[config.mk]
export PLATFORM = sky130hd
export DESIGN_NAME = mono_page_framebuffer_core
export DESIGN_NICKNAME = d
export VERILOG_FILES = /design/src/rtl/core/mpf_pkg.sv /design/src/rtl/core/mpf_out_fifo.sv /design/src/rtl/core/mono_page_framebuffer_core.sv
export VERILOG_INCLUDE_DIRS = /design/src /design/src/rtl/core
export SDC_FILE = /design/constraint.sdc
export NUM_CORES = 2
export LEC_CHECK = 0
export BUFFER_PORTS_ARGS = -buffer_cell sky130_fd_sc_hd__buf_2
export CORE_ASPECT_RATIO = 2
export CORE_MARGIN = 8
export CORE_UTILIZATION = 35
export DETAILED_ROUTE_END_ITERATION = 7
export PLACE_DENSITY = 0.55
export SLEW_MARGIN = 5
export SYNTH_ARGS = -nofsm -noshare
export SYNTH_HDL_FRONTEND = slang
export SYNTH_HIERARCHICAL = 1
export SYNTH_SLANG_ARGS = --single-unit
[constraint.sdc]
create_clock -name i_clk -period 20.2 [get_ports i_clk]
set_input_delay 6.06 -clock i_clk [delete_from_list [all_inputs] [get_ports i_clk]]
set_output_delay 6.06 -clock i_clk [all_outputs]
set_load 0.01 [all_outputs]
[src/rtl/core/mono_page_framebuffer_core_macros.svh]
// Assertion macros shared by the framebuffer core RTL.
`ifndef MONO_PAGE_FRAMEBUFFER_CORE_MACROS_SVH
`define MONO_PAGE_FRAMEBUFFER_CORE_MACROS_SVH

// Checked on every clock edge outside reset.
`define MPF_ASSERT(lbl, prop, msg) \
    lbl: assert property (@(posedge i_clk) disable iff (!i_rst_n) prop) else $error(msg);

// Checked on every clock edge, reset included.
`define MPF_ASSERT_NR(lbl, prop, msg) \
    lbl: assert property (@(posedge i_clk) prop) else $error(msg);

`endif

[src/rtl/core/mpf_pkg.sv]
// Shared constants and types of the page framebuffer core.
package mpf_pkg;

    localparam int WIDTH_PIXELS  = 64;
    localparam int HEIGHT_PIXELS = 32;
    localparam int PAGE_COUNT    = (HEIGHT_PIXELS + 7) / 8;
    localparam int STORE_BYTES   = WIDTH_PIXELS * PAGE_COUNT;
    localparam int ADDR_W        = $clog2(STORE_BYTES);
    localparam int WALK_W        = $clog2(WIDTH_PIXELS);

    localparam int IN_W          = 32;
    localparam int OUT_W         = 16;

    localparam int OUT_DEPTH     = 2;
    localparam int PTR_W         = $clog2(OUT_DEPTH);
    localparam int CNT_W         = $clog2(OUT_DEPTH + 1);

    typedef enum logic [2:0] {
        MODE_ROP   = 3'd0,
        MODE_COLOR = 3'd1,
        MODE_READ  = 3'd2,
        MODE_FILL  = 3'd3,
        MODE_DUMP  = 3'd4
    } t_mode;

    typedef enum logic [1:0] {
        ROP_COPY = 2'd0,
        ROP_XOR  = 2'd1,
        ROP_CLR  = 2'd2,
        ROP_SET  = 2'd3
    } t_rop;

    typedef struct packed {
        logic       last;
        logic       is_dump;
        logic [7:0] column_byte;
        logic       pixel_white;
    } t_result;

endpackage

[src/rtl/core/mpf_out_fifo.sv]
// Two-entry result queue between the store pipeline and the output stream.
module mpf_out_fifo import mpf_pkg::*; (
    input  logic             i_clk,
    input  logic             i_rst_n,
    input  logic             i_push,
    input  t_result          i_data,
    output logic             o_valid,
    input  logic             i_ready,
    output t_result          o_data,
    output logic [CNT_W-1:0] o_count
);

    t_result            r_ent [OUT_DEPTH];
    logic [PTR_W-1:0]   r_wp, n_wp;
    logic [PTR_W-1:0]   r_rp, n_rp;
    logic [CNT_W-1:0]   r_count, n_count;
    logic               pop;

    assign o_valid = (r_count != '0);
    assign o_data  = r_ent[r_rp];
    assign o_count = r_count;
    assign pop     = o_valid && i_ready;

    always_comb begin
        n_wp    = r_wp;
        n_rp    = r_rp;
        n_count = r_count;
        if (i_push) begin
            n_wp = (r_wp == PTR_W'(OUT_DEPTH - 1)) ? '0 : r_wp + 1'b1;
        end
        if (pop) begin
            n_rp = (r_rp == PTR_W'(OUT_DEPTH - 1)) ? '0 : r_rp + 1'b1;
        end
        priority if (i_push && !pop) begin
            n_count = r_count + 1'b1;
        end else if (pop && !i_push) begin
            n_count = r_count - 1'b1;
        end
    end

    always_ff @(posedge i_clk) begin
        if (!i_rst_n) begin
            r_wp    <= '0;
            r_rp    <= '0;
            r_count <= '0;
        end else begin
            r_wp    <= n_wp;
            r_rp    <= n_rp;
            r_count <= n_count;
        end
    end

    always_ff @(posedge i_clk) begin
        if (i_push) begin
            r_ent[r_wp] <= i_data;
        end
    end

`include "mono_page_framebuffer_core_macros.svh"

    `MPF_ASSERT(a_no_overflow, (r_count == CNT_W'(OUT_DEPTH) && !pop) |-> !i_push, "result queue overflow")
    `MPF_ASSERT(a_count_bound, r_count <= CNT_W'(OUT_DEPTH), "result queue count out of range")
    `MPF_ASSERT_NR(a_empty_after_reset, !i_rst_n |=> (r_count == '0), "result queue not empty after reset")

endmodule

[src/rtl/core/mono_page_framebuffer_core.sv]
// Top level of the 1bpp page-layout framebuffer core.
// 1bpp framebuffer, page layout (byte = column x page, bit = row & 7), kept in one
// single-port-write, registered-read store of STORE_BYTES bytes. After reset the core
// runs a clearing pass over all STORE_BYTES bytes (256 at 64x32) with o_s_tready low;
// config writes are taken at any time. Per request: a pixel write (raster op or
// color) is a read of the byte then its write-back; a pixel read is registered at the
// store's read port, then pushed into the result queue; a fill rewrites the whole store
// one byte per cycle; a page dump streams WIDTH_PIXELS bytes at one per cycle while
// the sink keeps tready high, tlast on the final byte. Results pass through a two-entry
// queue, so a request can be taken while results wait, as long as the queue has room.
// tuser on the output is 1 for page-dump bytes, 0 for pixel-read results.
module mono_page_framebuffer_core import mpf_pkg::*; (
    input  logic             i_clk,
    input  logic             i_rst_n,
    // config: raster op
    input  logic             i_cfg_valid,
    output logic             o_cfg_ready,
    input  logic [1:0]       i_cfg_data,
    // request stream
    input  logic             i_s_tvalid,
    output logic             o_s_tready,
    input  logic [IN_W-1:0]  i_s_tdata,   // mode[2:0], col[10:3], row[18:11], value[26:19], page[29:27]
    // result stream
    output logic             o_m_tvalid,
    input  logic             i_m_tready,
    output logic [OUT_W-1:0] o_m_tdata,   // pixel_white[0], column_byte[8:1]
    output logic             o_m_tlast,
    output logic             o_m_tuser    // is_dump
);

    typedef enum logic [3:0] {
        S_CLEAR = 4'b0001,
        S_IDLE  = 4'b0010,
        S_RMW   = 4'b0100,
        S_DUMP  = 4'b1000
    } t_state;

    t_state              r_state, n_state;
    t_rop                r_rop, n_rop;
    t_rop                r_op, n_op;
    logic [ADDR_W-1:0]   r_sweep, n_sweep;
    logic [7:0]          r_fill, n_fill;
    logic [WALK_W-1:0]   r_walk, n_walk;
    logic [ADDR_W-1:0]   r_base, n_base;
    logic [ADDR_W-1:0]   r_addr, n_addr;
    logic [2:0]          r_bit, n_bit;
    logic                r_val, n_val;
    logic                r_rd_pend, n_rd_pend;
    logic                r_pend_dump, n_pend_dump;
    logic                r_pend_last, n_pend_last;
    logic                r_pend_on, n_pend_on;
    logic [2:0]          r_pend_bit, n_pend_bit;

    logic [7:0]          r_mem [STORE_BYTES];
    logic [7:0]          r_rdata;
    logic                ram_we;
    logic [ADDR_W-1:0]   ram_waddr;
    logic [ADDR_W-1:0]   ram_raddr;
    logic [7:0]          ram_wdata;

    t_mode               in_mode;
    logic [7:0]          in_col;
    logic [7:0]          in_row;
    logic [7:0]          in_val;
    logic [2:0]          in_page;
    logic                in_on;
    logic [ADDR_W-1:0]   in_addr;
    logic [ADDR_W-1:0]   page_base;

    logic                accept;
    logic                pop;
    logic                space;
    logic [CNT_W:0]      occ_next;
    logic [CNT_W-1:0]    q_count;
    logic                walk_end;
    logic [7:0]          mask;
    logic [7:0]          rmw_byte;
    t_result             push_data;
    t_result             out_data;

    assign in_mode   = t_mode'(i_s_tdata[2:0]);
    assign in_col    = i_s_tdata[10:3];
    assign in_row    = i_s_tdata[18:11];
    assign in_val    = i_s_tdata[26:19];
    assign in_page   = i_s_tdata[29:27];
    assign in_on     = (32'(in_col) < WIDTH_PIXELS) && (32'(in_row) < HEIGHT_PIXELS);
    assign in_addr   = ADDR_W'(32'(in_row[7:3]) * WIDTH_PIXELS + 32'(in_col));
    assign page_base = ADDR_W'(32'(in_page) * WIDTH_PIXELS);

    assign pop      = o_m_tvalid && i_m_tready;
    // queue fill level in the next cycle, before any read issued now lands
    assign occ_next = {1'b0, q_count} + (CNT_W + 1)'(r_rd_pend) - (CNT_W + 1)'(pop);
    assign space    = occ_next < (CNT_W + 1)'(OUT_DEPTH);

    assign o_cfg_ready = 1'b1;
    assign o_s_tready  = (r_state == S_IDLE) && space;
    assign accept      = i_s_tvalid && o_s_tready;
    assign walk_end    = (r_walk == WALK_W'(WIDTH_PIXELS - 1));

    // byte write-back for pixel writes
    assign mask = 8'b1 << r_bit;
    always_comb begin
        unique case (r_op)
            ROP_COPY: rmw_byte = r_val ? (r_rdata | mask) : (r_rdata & ~mask);
            ROP_XOR:  rmw_byte = r_val ? (r_rdata ^ mask) : r_rdata;
            ROP_CLR:  rmw_byte = r_val ? (r_rdata & ~mask) : r_rdata;
            ROP_SET:  rmw_byte = r_val ? (r_rdata | mask) : r_rdata;
            default:  rmw_byte = r_rdata;
        endcase
    end

    always_comb begin
        n_state     = r_state;
        n_rop       = r_rop;
        n_op        = r_op;
        n_sweep     = r_sweep;
        n_fill      = r_fill;
        n_walk      = r_walk;
        n_base      = r_base;
        n_addr      = r_addr;
        n_bit       = r_bit;
        n_val       = r_val;
        n_rd_pend   = 1'b0;
        n_pend_dump = r_pend_dump;
        n_pend_last = r_pend_last;
        n_pend_on   = r_pend_on;
        n_pend_bit  = r_pend_bit;
        ram_we      = 1'b0;
        ram_waddr   = r_addr;
        ram_wdata   = rmw_byte;
        ram_raddr   = in_addr;

        if (i_cfg_valid) begin
            n_rop = t_rop'(i_cfg_data);
        end

        unique case (r_state)
            S_CLEAR: begin
                ram_we    = 1'b1;
                ram_waddr = r_sweep;
                ram_wdata = r_fill;
                n_sweep   = r_sweep + 1'b1;
                if (r_sweep == ADDR_W'(STORE_BYTES - 1)) begin
                    n_sweep = '0;
                    n_state = S_IDLE;
                end
            end
            S_IDLE: begin
                if (accept) begin
                    unique case (in_mode)
                        MODE_ROP, MODE_COLOR: begin
                            if (in_on) begin
                                n_addr  = in_addr;
                                n_bit   = in_row[2:0];
                                n_val   = in_val[0];
                                n_op    = (in_mode == MODE_COLOR) ? ROP_COPY : r_rop;
                                n_state = S_RMW;
                            end
                        end
                        MODE_READ: begin
                            n_rd_pend   = 1'b1;
                            n_pend_dump = 1'b0;
                            n_pend_last = 1'b1;
                            n_pend_on   = in_on;
                            n_pend_bit  = in_row[2:0];
                        end
                        MODE_FILL: begin
                            n_fill  = in_val;
                            n_sweep = '0;
                            n_state = S_CLEAR;
                        end
                        MODE_DUMP: begin
                            if (32'(in_page) < PAGE_COUNT) begin
                                n_base  = page_base;
                                n_walk  = '0;
                                n_state = S_DUMP;
                            end
                        end
                        default: ;
                    endcase
                end
            end
            S_RMW: begin
                ram_we  = 1'b1;
                n_state = S_IDLE;
            end
            S_DUMP: begin
                ram_raddr = r_base + ADDR_W'(r_walk);
                if (space) begin
                    n_rd_pend   = 1'b1;
                    n_pend_dump = 1'b1;
                    n_pend_last = walk_end;
                    if (walk_end) begin
                        n_walk  = '0;
                        n_state = S_IDLE;
                    end else begin
                        n_walk = r_walk + 1'b1;
                    end
                end
            end
            default: n_state = S_IDLE;
        endcase
    end

    always_ff @(posedge i_clk) begin
        if (!i_rst_n) begin
            r_state   <= S_CLEAR;
            r_rop     <= ROP_COPY;
            r_sweep   <= '0;
            r_fill    <= '0;
            r_walk    <= '0;
            r_rd_pend <= 1'b0;
        end else begin
            r_state   <= n_state;
            r_rop     <= n_rop;
            r_sweep   <= n_sweep;
            r_fill    <= n_fill;
            r_walk    <= n_walk;
            r_rd_pend <= n_rd_pend;
        end
    end

    always_ff @(posedge i_clk) begin
        r_op        <= n_op;
        r_base      <= n_base;
        r_addr      <= n_addr;
        r_bit       <= n_bit;
        r_val       <= n_val;
        r_pend_dump <= n_pend_dump;
        r_pend_last <= n_pend_last;
        r_pend_on   <= n_pend_on;
        r_pend_bit  <= n_pend_bit;
    end

    // frame store: one write port, one registered read port
    always_ff @(posedge i_clk) begin
        if (ram_we) begin
            r_mem[ram_waddr] <= ram_wdata;
        end
        r_rdata <= r_mem[ram_raddr];
    end

    always_comb begin
        if (r_pend_dump) begin
            push_data.pixel_white = 1'b0;
            push_data.column_byte = r_rdata;
            push_data.is_dump     = 1'b1;
            push_data.last        = r_pend_last;
        end else begin
            push_data.pixel_white = r_pend_on ? r_rdata[r_pend_bit] : 1'b1;
            push_data.column_byte = 8'h00;
            push_data.is_dump     = 1'b0;
            push_data.last        = 1'b1;
        end
    end

    mpf_out_fifo u_out_fifo (
        .i_clk   (i_clk),
        .i_rst_n (i_rst_n),
        .i_push  (r_rd_pend),
        .i_data  (push_data),
        .o_valid (o_m_tvalid),
        .i_ready (i_m_tready),
        .o_data  (out_data),
        .o_count (q_count)
    );

    assign o_m_tdata = {(OUT_W - 9)'(0), out_data.column_byte, out_data.pixel_white};
    assign o_m_tlast = out_data.last;
    assign o_m_tuser = out_data.is_dump;

`include "mono_page_framebuffer_core_macros.svh"

    `MPF_ASSERT(a_no_accept_in_sweep, (r_state == S_CLEAR) |-> !o_s_tready, "request taken during store sweep")
    `MPF_ASSERT(a_rmw_after_accept, (r_state == S_RMW) |-> $past(accept), "write-back without a request")
    `MPF_ASSERT(a_dump_ends_idle, (r_state == S_DUMP && space && walk_end) |=> (r_state == S_IDLE), "page dump did not finish")

endmodule

==> impl_table.tex <==
\begin{tabular}{lr}
\hline
Metric & Value \\
\hline
\multicolumn{2}{l}{\textbf{GRT}} \\
Met1 capacity usage during global routing & 0.201 \\
Maximum number of pins on one net before global-route repair & 173 \\
GRT Residual Overflow & 0 \\
Global-route met3 utilization & 0.0186 \\
Global routing met2 resource utilization & 0.346 \\
Busiest metal layer after global routing & met2 \\
Global-route wire length before repair & 358,000 um \\
Global routing usage summed across all routing layers & 0.185 \\
Number of global-route vias before repair & 51,700 \\
Antenna violations before repair & 1 \\
\multicolumn{2}{l}{\textbf{STA}} \\
Min cycle time layout & 13.72 ns \\
Setup-failing EPs final & 0 \\
Max frequency & 0.0729 GHz \\
Final period utilization & 0.679 \\
Setup repair after global routing missed its margin & no \\
Worst-case clock skew & 0.0318 ns \\
Count of pins over their slew limit & 0 \\
Worst Tran Pin Value & 1.33 ns \\
Setup TNS & 0 ns \\
Total count of hold-check failures in the final report & 0 \\
Tightest slew margin relative to the limit & 0.115 \\
Hold slack & 0.524 ns \\
\multicolumn{2}{l}{\textbf{Power and ir drop}} \\
Total power & 0.0102 W \\
Static leakage power & 30.5 nW \\
Peak ir drop on the vdd network & 90.2 uV \\
Power Density & 109 nW/um2 \\
\multicolumn{2}{l}{\textbf{Critical path}} \\
Crit path cell chain & buf\_2, and2\_1, ha\_1, nand2b\_1, fa\_1, xnor2\_1, nand2\_1, nor2\_1, buf\_2 \\
Critical Path Sink Type & primary output \\
Kind of start point of the critical path & primary input \\
Type of the worst setup path & primary input to primary output \\
Largest stage delay on the critical path & 0.41 ns \\
Most numerous cell on the critical path & sky130\_fd\_sc\_hd\_\_buf\_2 \\
Arrival time of data at the critical path endpoint & 7.66 ns \\
Worst Path Max Fanout & 2 \\
Cell with the largest stage delay on the worst path & sky130\_fd\_sc\_hd\_\_fa\_1 \\
Required @ worst endpoint & 14.14 ns \\
\multicolumn{2}{l}{\textbf{Placement}} \\
Total of buffers placed on input and output ports & 49 \\
Placed Cells & 9,551 \\
HPWL after DPL & 148,000 um \\
Routability congestion estimate & 0.841 \\
\multicolumn{2}{l}{\textbf{Logic synthesis}} \\
Area of the mapped netlist & 84,500 um2 \\
Post-synthesis cell type count & 56 \\
Syn. warnings & 6 \\
Synthesized area divided by synthesized cell count & 12.8 um2 \\
Most common flop cell mapped by yosys & sky130\_fd\_sc\_hd\_\_edfxtp\_1 \\
Count of state elements after synthesis & 2,134 \\
Cell count after synthesis & 6,614 \\
Number of enable flip-flop cells after synthesis & 2,092 \\
Fraction of the yosys area taken by sequential cells & 0.753 \\
Async set or reset register ratio after synthesis & 0 \\
\multicolumn{2}{l}{\textbf{Flow run}} \\
Max-cap violations & 0 \\
\multicolumn{2}{l}{\textbf{Detailed routing}} \\
Total vias in the final route & 52,300 \\
Via density & 5.30 \\
Initial DRT Pass Iterations & 8 \\
Iter 0 DRT Violations & 4,521 \\
Number of DRC violations after detailed routing & 0 \\
Post-detailed-route count of antenna-violating nets & 0 \\
DRT Wirelength & 247,000 um \\
Post-detailed-route wirelength per cell & 25.0 um \\
\multicolumn{2}{l}{\textbf{Finish}} \\
Footprint of the multi-input gates & 19,100 um2 \\
Fraction of layout cells with a size suffix above 1 & 0.0669 \\
Count of filler cells inserted in the layout & 22,800 \\
\# nets final & 6,581 \\
Layout overhead on the synthesized area & 10.7\% \\
Leading cell type in the layout, fill and taps excluded & sky130\_fd\_sc\_hd\_\_edfxtp\_1 \\
Util after Layout & 0.389 \\
Storage element area & 63,700 um2 \\
Final cell count without fillers & 9,869 \\
Highest-count cells in the layout ignoring fill and taps & sky130\_fd\_sc\_hd\_\_edfxtp\_1, sky130\_fd\_sc\_hd\_\_nand2\_1, sky130\_fd\_sc\_hd\_\_nand3\_1, sky130\_fd\_sc\_hd\_\_nor2\_1, sky130\_fd\_sc\_hd\_\_nand4\_1 \\
\multicolumn{2}{l}{\textbf{Clocking}} \\
Post-cts resize count & 0 \\
Clock network latency to the later pin of the worst-skew pair & 0.84 ns \\
Sinks on the clock net & 2,134 \\
Post-CTS repair timing setup buffer count & 0 \\
Buffer type at the clock tree root & sky130\_fd\_sc\_hd\_\_clkbuf\_16 \\
Number of buffers added by the clock tree synthesis step & 179 \\
\# hold bufs at CTS & 0 \\
Buffers from clock root to sink, at most & 4 \\
H-tree level count & 4 \\
Clock slew at reported path FFs & 0.07 ns \\
TritonCTS clock tree & done \\
\multicolumn{2}{l}{\textbf{Run status}} \\
Outcome & complete, no violations \\
\multicolumn{2}{l}{\textbf{Die}} \\
Count of standard-cell rows & 255 \\
Effective utilization at floorplan & 0.351 \\
Boundary Pins & 60 \\
Die span in y & 711 um \\
Total Die Area & 258,000 um2 \\
Chip width & 363 um \\
Area of the placeable core & 241,000 um2 \\
\multicolumn{2}{l}{\textbf{Hold path}} \\
Class of the tightest hold or removal check & register to register \\
\hline
\end{tabular}
[metal layers]
layer	part of all wire	routed length (um)
met2	0.54	133000
met3	0.045	11100
met5	0	0
met4	0.065	15900
met1	0.35	86500
[worst max-delay path: cells and delay by family]
kind	cells	cell delay, ns
buffers and inverters	2	0.25
adder cells (fa/ha/maj)	2	0.66
XOR/XNOR	1	0.21
AND/OR/NAND/NOR	4	0.48
[cell usage after synthesis (all sizes together), types with 8 or more instances]
library cell | number | area, um2
nor4 | 34 | 213
edfxtp | 2092 | 62800
inv | 21 | 78.8
nand2b | 13 | 81.3
a21oi | 17 | 85.1
nor3 | 14 | 75.1
a21boi | 8 | 60.1
dfxtp | 42 | 841
ha | 21 | 263
nand3 | 800 | 4000
buf | 212 | 1110
a311oi | 23 | 201
xnor2 | 8 | 70.1
nand3b | 18 | 135
clkbuf | 211 | 793
or3 | 9 | 56.3
nor2b | 16 | 100
o21ai | 27 | 135
nand2 | 2102 | 7890
and2 | 15 | 93.8
a31oi | 235 | 1470
a32oi | 29 | 254
mux2i | 48 | 493
mux2 | 13 | 146
nor2 | 285 | 1070
nand4 | 252 | 1580
[final cells by class]
type | count | area share
flip-flops and latches | 2134 | 0.680
multi-input cells | 4041 | 0.204
clock buffers | 219 | 0.0509
well taps | 3212 | 0.0429
repair buffers | 142 | 0.0116
clock inverters | 97 | 0.00896
inverters | 22 | 0.000883
diodes | 2 | 0.0000535
[through the flow]
stage	setup WS, ns	area (um2)
after floorplan	6.31	84500
after global routing	6.32	93600
after global placement	6.40	88000
after CTS	6.47	93600
after detailed placement	6.46	88000
final	6.48	93600
[flip-flops by register name, summed over array words and instances (netlist names), 4 cells and up, named ones only]
signal	count
r_mem	2048
u_out_fifo/r_ent	22
r_addr	8
r_fill	8
r_rdata	8
r_sweep	8
r_walk	6
r_state	4
[worst paths after layout]
check                           from                     end  slack [ns]  cells past startpoint
min           r_fill[2]$_SDFFE_PN0P_  r_fill[2]$_SDFFE_PN0P_        0.52                      2
max                       i_m_tready              o_s_tready        6.48                      9
max reg2reg  r_state[3]$_SDFFE_PN0P_      r_rdata[1]$_DFF_P_       13.42                      9
min reg2reg   r_fill[2]$_SDFFE_PN0P_  r_fill[2]$_SDFFE_PN0P_        0.52                      2
[cell families (layout without fill, tap and decap cells)]
logic type                 count (synthesis)  count (layout)  share of synthesized area
and+or+nand+nor                         3576            3576                      0.183
DFF                                     2134            2134                      0.753
buffers and inverters                    445             480                     0.0235
AOI/OAI and AO/OA                        359             359                     0.0279
muxes                                     63              63                    0.00810
adders and majority gates                 22              22                    0.00335
xor gates and xnor gates                  13              13                    0.00135
other                                      2              10                  0.0000888
[power by group]
group,switching [W],internal (W),total [W],leakage (nW)
registers,0.0000310,0.00545,0.00548,19.5
logic,0.00109,0.000172,0.00126,8.31
clock network,0.00159,0.00187,0.00346,2.74
Note: power is estimated with default switching activity, not from simulation.
